<file path="src/sv/dsse_pkg.sv">
package dsse_pkg;

	// Width of the binary input value.
	localparam int unsigned NUM_W = 63;
	// Width of one decimal digit.
	localparam int unsigned DIG_W = 4;
	// Width of one seven-segment pattern.
	localparam int unsigned SEG_W = 7;
	// Width of the counter over input bits.
	localparam int unsigned BIT_CNT_W = $clog2(NUM_W);

	// Seven-segment pattern of a decimal digit, bit 6 is segment a, bit 0 is segment g.
	function automatic logic [SEG_W-1:0] seg_code(input logic [DIG_W-1:0] d);
		logic [SEG_W-1:0] s;
		unique case (d)
			4'd0: s = 7'h7E;
			4'd1: s = 7'h30;
			4'd2: s = 7'h6D;
			4'd3: s = 7'h79;
			4'd4: s = 7'h33;
			4'd5: s = 7'h5B;
			4'd6: s = 7'h5F;
			4'd7: s = 7'h70;
			4'd8: s = 7'h7F;
			4'd9: s = 7'h7B;
			default: s = 7'h00;
		endcase
		return s;
	endfunction

endpackage

</file>
<file path="src/sv/decimal_seven_segment_encoder_core.sv">
// Converts a 63-bit unsigned number to decimal and streams its digits out, most significant
// first, one item per digit with its seven-segment pattern; tlast marks the least significant
// digit. Leading zeros are dropped, so zero gives the single digit 0. If the number has more
// than MAX_DIGITS digits, only its MAX_DIGITS least significant digits are sent, zeros
// included. An input item is taken in an idle cycle. Then follow the shift-and-add-3 conversion
// (one input bit per cycle through a BCD shift register), the dropping of leading zeros, and
// the sending of the digits, each one only while the sink is ready. A new number is taken only
// once the last digit of the previous one has been delivered.
module decimal_seven_segment_encoder_core
	import dsse_pkg::*;
#(
	parameter int unsigned MAX_DIGITS = 19
) (
	input  logic        clk,
	input  logic        arst_n,
	input  logic        s_tvalid,
	output logic        s_tready,
	input  logic [63:0] s_tdata,  // [62:0] number, [63] zero
	output logic        m_tvalid,
	input  logic        m_tready,
	output logic [15:0] m_tdata,  // [3:0] digit, [10:4] segments, [15:11] zero
	output logic        m_tlast
);

	localparam int unsigned BCD_W = DIG_W * MAX_DIGITS;
	localparam int unsigned REM_W = $clog2(MAX_DIGITS + 1);

	typedef enum logic [1:0] {
		ST_IDLE,
		ST_CONV,
		ST_SKIP,
		ST_EMIT
	} state_t;

	state_t               state_q;
	logic [NUM_W-1:0]     num_q;
	logic [BCD_W-1:0]     bcd_q;
	logic [BIT_CNT_W-1:0] cnt_q;
	logic [REM_W-1:0]     rem_q;
	logic                 ovf_q;
	logic [BCD_W-1:0]     bcd_adj;
	logic [DIG_W-1:0]     top_digit;

	// Add three to every digit of five or more before the next doubling.
	always_comb begin
		for (int i = 0; i < MAX_DIGITS; i++) begin
			if (bcd_q[i*DIG_W +: DIG_W] >= 4'd5) begin
				bcd_adj[i*DIG_W +: DIG_W] = bcd_q[i*DIG_W +: DIG_W] + 4'd3;
			end else begin
				bcd_adj[i*DIG_W +: DIG_W] = bcd_q[i*DIG_W +: DIG_W];
			end
		end
	end

	assign top_digit = bcd_q[BCD_W-1 -: DIG_W];
	assign s_tready  = (state_q == ST_IDLE);
	assign m_tvalid  = (state_q == ST_EMIT);
	assign m_tdata   = {5'd0, seg_code(top_digit), top_digit};
	assign m_tlast   = (rem_q == REM_W'(1));

	// Sequencer: conversion, leading-zero skip and digit emission.
	always_ff @(posedge clk or negedge arst_n) begin
		if (!arst_n) begin
			state_q <= ST_IDLE;
			num_q   <= '0;
			bcd_q   <= '0;
			cnt_q   <= '0;
			rem_q   <= '0;
			ovf_q   <= 1'b0;
		end else begin
			unique case (state_q)
				ST_IDLE: begin
					if (s_tvalid) begin
						num_q   <= s_tdata[NUM_W-1:0];
						bcd_q   <= '0;
						cnt_q   <= '0;
						ovf_q   <= 1'b0;
						state_q <= ST_CONV;
					end
				end
				ST_CONV: begin
					// A carry out of the top digit means the number has too many digits.
					bcd_q <= {bcd_adj[BCD_W-2:0], num_q[NUM_W-1]};
					ovf_q <= ovf_q | bcd_adj[BCD_W-1];
					num_q <= {num_q[NUM_W-2:0], 1'b0};
					cnt_q <= cnt_q + 1'b1;
					if (cnt_q == BIT_CNT_W'(NUM_W - 1)) begin
						rem_q   <= REM_W'(MAX_DIGITS);
						state_q <= ST_SKIP;
					end
				end
				ST_SKIP: begin
					if (!ovf_q && rem_q > REM_W'(1) && top_digit == '0) begin
						bcd_q <= bcd_q << DIG_W;
						rem_q <= rem_q - 1'b1;
					end else begin
						state_q <= ST_EMIT;
					end
				end
				ST_EMIT: begin
					if (m_tready) begin
						if (rem_q == REM_W'(1)) begin
							state_q <= ST_IDLE;
						end else begin
							bcd_q <= bcd_q << DIG_W;
						end
						rem_q <= rem_q - 1'b1;
					end
				end
				default: state_q <= ST_IDLE;
			endcase
		end
	end

	// Conversion always takes cycles, so no digit appears right after an input item.
	a_no_early_out: assert property (@(posedge clk) disable iff (!arst_n)
		s_tvalid && s_tready |=> !m_tvalid)
		else $error("digit offered straight after an input item");

	// Every digit offered is a decimal digit.
	a_digit_range: assert property (@(posedge clk) disable iff (!arst_n)
		m_tvalid |-> m_tdata[3:0] <= 4'd9)
		else $error("digit offered is not decimal");

	// Delivering the last digit frees the input side.
	a_last_frees: assert property (@(posedge clk) disable iff (!arst_n)
		m_tvalid && m_tready && m_tlast |=> s_tready)
		else $error("input not freed after last digit");

	// During conversion the bit counter stays below the input width.
	a_cnt_conv: assert property (@(posedge clk) disable iff (!arst_n)
		state_q == ST_CONV |-> cnt_q < BIT_CNT_W'(NUM_W))
		else $error("bit counter out of step");

	// A digit count of zero is never seen while digits are offered.
	a_rem_nonzero: assert property (@(posedge clk) disable iff (!arst_n)
		m_tvalid |-> rem_q != '0)
		else $error("digit offered with no digits left");

endmodule
</file>
<file path="config.mk">
export PLATFORM = sky130hd
export DESIGN_NAME = decimal_seven_segment_encoder_core
export DESIGN_NICKNAME = d
export VERILOG_FILES = /design/src/sv/dsse_pkg.sv /design/src/sv/decimal_seven_segment_encoder_core.sv
export SDC_FILE = /design/constraint.sdc
export NUM_CORES = 1
export LEC_CHECK = 0
export BUFFER_PORTS_ARGS = -buffer_cell sky130_fd_sc_hd__buf_4
export CORE_MARGIN = 2
export CORE_UTILIZATION = 50
export CTS_BUF_LIST = sky130_fd_sc_hd__clkbuf_4 sky130_fd_sc_hd__clkbuf_8
export DETAILED_ROUTE_END_ITERATION = 7
export PLACE_DENSITY = 0.69
export SKIP_CTS_REPAIR_TIMING = 1
export SLEW_MARGIN = 10
export SYNTH_ARGS = -nofsm -noshare
export SYNTH_HDL_FRONTEND = slang
export SYNTH_SLANG_ARGS = --single-unit
</file>
<file path="constraint.sdc">
create_clock -name clk -period 3.1 [get_ports clk]
set_clock_uncertainty 0.2 [all_clocks]
set_input_delay 0.31 -clock clk [delete_from_list [all_inputs] [get_ports clk]]
set_output_delay 0.31 -clock clk [all_outputs]
set_load 0.01 [all_outputs]
</file>
* Word-level counts from Yosys, hierarchy flattened
Memories as Yosys holds them, arrays and structs flattened. Cells that the tools add are included.
Storage, ports and cells: register bits 153, ROM bits 112, output and inout port bits 19, memories 1
Operators by class: $add $sub $neg 21, magnitude comparators 20, equality and inequality tests 12, multiplexer cells 40, bitwise logic cells 1, reduce and logical (&&, ||, !) cells 11
Memory list:
- (name not given) | depth 16, bits a word 7, rd ports 1, clocked after Yosys merged registers in 0, wr ports 0, RTL line dsse_pkg.sv:15 | unique case (d)
Operator list (number):
- 76-bit two-way mux | 4
- 76-bit case mux with 4 select lines | 1
- 63-bit case mux with 2 select lines | 1
- 4-bit by 2-bit adder with 4-bit output, second input constant | 19
- 4-bit by 3-bit >= comparator with 1-bit output, second input constant | 19
- 4-bit two-way mux | 19
- 63-bit two-way mux | 1
- 5-bit two-way mux | 3
- 5-bit case mux with 3 select lines | 1
- 6-bit case mux with 2 select lines | 1
- 2-bit two-way mux | 5
- 2-bit != test, second input constant | 5
- 2-bit case mux with 4 select lines | 1
- 4-bit AND reduction | 2
- 6-bit by 1-bit adder with 6-bit output, second input constant | 1
- 6-bit == test, second input constant | 1
- 6-bit two-way mux | 1
- 5-bit by 1-bit == test with 1-bit output, second input constant | 1
- 5-bit by 1-bit > comparator with 1-bit output, second input constant | 1
- 5-bit AND reduction | 1
- 5-bit by 1-bit subtractor with 5-bit output, second input constant | 1
- 2-bit == test, second input constant | 2
- 4-bit logical NOT | 1
- 2-bit by 1-bit != test with 1-bit output, second input constant | 2
- 10 further kinds | 11

* Logic depth before layout (Yosys ltp)
depth in word-level cells 5, depth in mapped cells 11, gate-level depth less buffers 7

* Worst setup path before layout
Ideal clock, no wire load.
path kind reg2reg, start register bcd_q[73], end register bcd_q[73], library setup time 136 ps, arrival time 1837 ps, required time 2764 ps, path slack 927 ps, stages on the path, launching flop included 10, cells stage by stage dfrtp_1 inv_1 ha_1 nor4b_4 a21boi_4 o21ai_4 buf_6 buf_2 nand2_1 o21ai_0
Between the ends: cells in the longest elaborated chain, start to end 4
RTL lines:
- start: declaration | RTL line decimal_seven_segment_encoder_core.sv:37 | logic [BCD_W-1:0] bcd_q;
- start signal: assignment | RTL line decimal_seven_segment_encoder_core.sv:83 | bcd_q <= {bcd_adj[BCD_W-2:0], num_q[NUM_W-1]};
- start signal: assignment | RTL line decimal_seven_segment_encoder_core.sv:94 | bcd_q <= bcd_q << DIG_W;
- start signal: assignment | RTL line decimal_seven_segment_encoder_core.sv:105 | bcd_q <= bcd_q << DIG_W;
- parallel branches: the longest is 4 deep, another holds 4-bit by 3-bit >= comparator with 1-bit output
Parallel ways; which one is timed is not known. A chain may end at the register's enable or synchronous reset.

* Worst setup path in the final report
start register bcd_q[73], end register bcd_q[43]
Between the ends: cells in the longest elaborated chain, start to end 4
RTL lines:
- 4-bit logical NOT | RTL line decimal_seven_segment_encoder_core.sv:93 | if (!ovf_q && rem_q > REM_W'(1) && top_digit == '0) begin
- 1-bit logical AND | RTL line decimal_seven_segment_encoder_core.sv:93
- 2-bit != test (no line)
- 4-bit AND reduction (no line)
Every way passes these cells.

==> flow_metrics.env <==
export IMPL_seq_area_frac_synth_pct=41.3
export IMPL_track_usage_pct=20.7
export IMPL_crit_slowest_cell="dfrtp_1"
export IMPL_path_max_fanout=38
export IMPL_hold_class="in2reg"
export IMPL_clkSinkCount=153
export IMPL_pre_cts_ws_ns=0.561
export IMPL_finalSetupViolCount=0
export IMPL_ios=87
export IMPL_initial_utilization_pct=51.2
export IMPL_grt_max_degree=119
export IMPL_die_area_um2=19600
export IMPL_holdWs_ns=-0.0623
export IMPL_grt_first_pass_wirelength_um=33700
export IMPL_path_clk_slew_ns=0.09
export IMPL_num_fill_cells=1512
export IMPL_violations="design-rule violations, negative hold slack"
export IMPL_nets=1294
export IMPL_grt_pass1_vias=7065
export IMPL_htreeDepth=4
export IMPL_stdcell_area_um2=11200
export IMPL_critPathKind="reg2reg"
export IMPL_antenna_found_initial=0
export IMPL_postSynthCellCount=1055
export IMPL_drv_slew=0
export IMPL_cts_max_path_buffers=2
export IMPL_synth_edf_count=0
export IMPL_ys_flop_type="dfrtp_1"
export IMPL_cts_tree="built"
export IMPL_clk_latency_ns=0.46
export IMPL_syn_to_final_growth_pct=20.4
export IMPL_leakagePower_nw=5.40
export IMPL_row_count=49
export IMPL_syn_area_per_cell_um2=8.78
export IMPL_port_buffers=80
export IMPL_power_density_nw_per_um2=589
export IMPL_arrival_ns=2.73
export IMPL_rsz0062_at_grt="no"
export IMPL_routabilityCongestion=0.766
export IMPL_seq_area_um2=3830
export IMPL_cp_required_ns=3.26
export IMPL_setup_ws_ns=0.528
export IMPL_drc=1
export IMPL_wire_per_inst_um=14.6
export IMPL_fin_crit_ns=2.57
export IMPL_synth_area_leaders="dfrtp_1 (41%), nand2_1 (9.1%), mux2i_1 (8.8%)"
export IMPL_synth_largest_area_cell="dfrtp_1"
export IMPL_num_antenna_cells=0
export IMPL_drv_cap=0
export IMPL_hold_viol=3
export IMPL_maxClockFrequency_mhz=389
export IMPL_placed_cells=1324
export IMPL_cp_start_kind="flip-flop"
export IMPL_status="finished, violations left"
export IMPL_drt_total_wl_um=20600
export IMPL_worstMarginPinSlew_ns=0.672
export IMPL_multi_input_area_um2=4950
export IMPL_ff2ff_path_depth=7
export IMPL_place_area_um2=10100
export IMPL_relSlewSlack_pct=55.2
export IMPL_globalRouteOverflowTotal=0
export IMPL_cts_buffers_inserted=17
export IMPL_ys_types=46
export IMPL_crit_path_cell_trace="inv_1, ha_1, nor4b_4, a21boi_4, o21ai_4, buf_12, o31ai_1"
export IMPL_hpwlAfterDp_um=12800
export IMPL_finalCritPeriodShare_pct=83.0
export IMPL_cts_root_buf="clkbuf_8"
export IMPL_hold_depth=3
export IMPL_drt_first_pass_iters=7
export IMPL_detail_route_antenna_nets=0
export IMPL_cp_end_kind="flip-flop"
export IMPL_yosysWarnings=0
export IMPL_cp_slowest_stage_delay_ns=0.51
export IMPL_vias_per_cell=5.44
export IMPL_async_flop_share_pct=100
export IMPL_ys_seq_elements=153
export IMPL_tns_ns=0
export IMPL_core_area_um2=18100
export IMPL_drt_initial_drc_count=338
export IMPL_via_count=7697
export IMPL_die_width_um=140
export IMPL_die_h_um=140
export IMPL_drive_above_1_share_pct=12.3
export IMPL_fin_cells=1416
export IMPL_synth_top_area_share_pct=41.3
export IMPL_irDropWorstVdd_uv=318
export IMPL_synth_cell_area_um2=9260
[power breakdown]
| part | internal [W] | switching (W) |
|---|---|---|
| logic | 0.00113 | 0.00105 |
| clock network | 0.000758 | 0.000820 |
| registers | 0.00236 | 0.000463 |
[Yosys cell counts (2+ instances only)]
library cell / count
o21ai_0: 148
dfrtp_1: 153
xnor2_1: 20
nand2_1: 224
o211ai_1: 2
o22ai_1: 4
nand2b_1: 42
a21boi_0: 2
a21oi_1: 28
nor3_1: 3
xor2_1: 4
buf_1: 2
o21a_1: 2
o21ai_1: 21
nor2_1: 28
a32oi_1: 17
o31ai_1: 22
clkbuf_1: 37
a21o_1: 2
nand3_1: 4
nor2b_1: 2
inv_1: 50
nor4b_4: 2
a31oi_1: 2
nand4_1: 3
mux2i_1: 81
buf_2: 20
buf_4: 9
a22oi_1: 54
ha_1: 51
[worst max-delay path: cells and delay by family, from the launching register on]
kind	cells	cell delay (ns)
flops	1	0.51
simple gates	1	0.27
fa+ha+maj	1	0.19
compound gates	3	0.84
buf+inv	2	0.42
[layer usage]
layer / vias up / track usage (%) / share of wire (%)
met1: 3672 / 28.4 / 47
li1: 3872 / - / -
met5: - / 0 / 0
met2: 133 / 32.1 / 48
met4: 0 / 4.94 / 1.1
met3: 20 / 6.63 / 3.9
[final cells by class]
| cell class | instances | area share (%) |
|---|---|---|
| Inverter | 51 | 1.72 |
| Clock inverter | 13 | 1.44 |
| Multi-Input combinational cell | 786 | 44.4 |
| Tap cell | 229 | 2.57 |
| Sequential cell | 153 | 34.3 |
| Clock buffer | 18 | 2.22 |
| Timing Repair Buffer | 166 | 13.4 |
[logic make-up after synthesis]
family | count (synthesis) | share of synthesized area (%)
muxes | 82 | 8.88
xor gates and xnor gates | 24 | 2.27
buffers and inverters | 120 | 5.58
adders and majority gates | 51 | 6.89
AOI/OAI and AO/OA | 314 | 20.6
DFF | 153 | 41.3
and+or+nand+nor | 310 | 14.4
other | 1 | 0.0405
[metrics by stage]
stage	power (W)	utilization [%]
finish	0.00657	61.7
CTS	0.00659	58.3
global placement	0.00487	56.0
global route	0.00715	61.7
floorplan	0.00447	-
detailed placement	0.00498	56.0
[layout by cell type, fill, tap and decap left out, drive strengths merged, types with 3 or more instances in the layout]
| master | instances |
|---|---|
| a32oi | 17 |
| o22ai | 4 |
| nand2b | 42 |
| xor2 | 4 |
| mux2i | 81 |
| o21ai | 171 |
| a21boi | 3 |
| dlygate4sd3 | 61 |
| inv | 56 |
| nor2 | 28 |
| conb | 5 |
| o31ai | 22 |
| dfrtp | 153 |
| nand4 | 3 |
| buf | 105 |
| nor3 | 3 |
| a22oi | 54 |
| ha | 51 |
| a21oi | 29 |
| xnor2 | 20 |
| clkinv | 5 |
| nand2 | 224 |
| nand3 | 4 |
| clkbuf | 18 |
[path summary, 6_finish.rpt]
path,startpoint,slack [ns],endpoint
max,bcd_q[73],0.53,bcd_q[43]
min,s_tdata[42],-0.06,num_q[42]
max reg2reg,bcd_q[73],0.53,bcd_q[43]
min reg2reg,num_q[59],0.29,num_q[59]
max in group asynchronous,arst_n,1.61,num_q[4]
min in group asynchronous,arst_n,0.16,bcd_q[73]
[state kept, by name, summed over array words and instances, names as in the netlist]
name     count
num_q       63
ovf_q        1
state_q      2
rem_q        5
bcd_q       76
cnt_q        6
No activity file was read; power rests on OpenSTA's default activity.
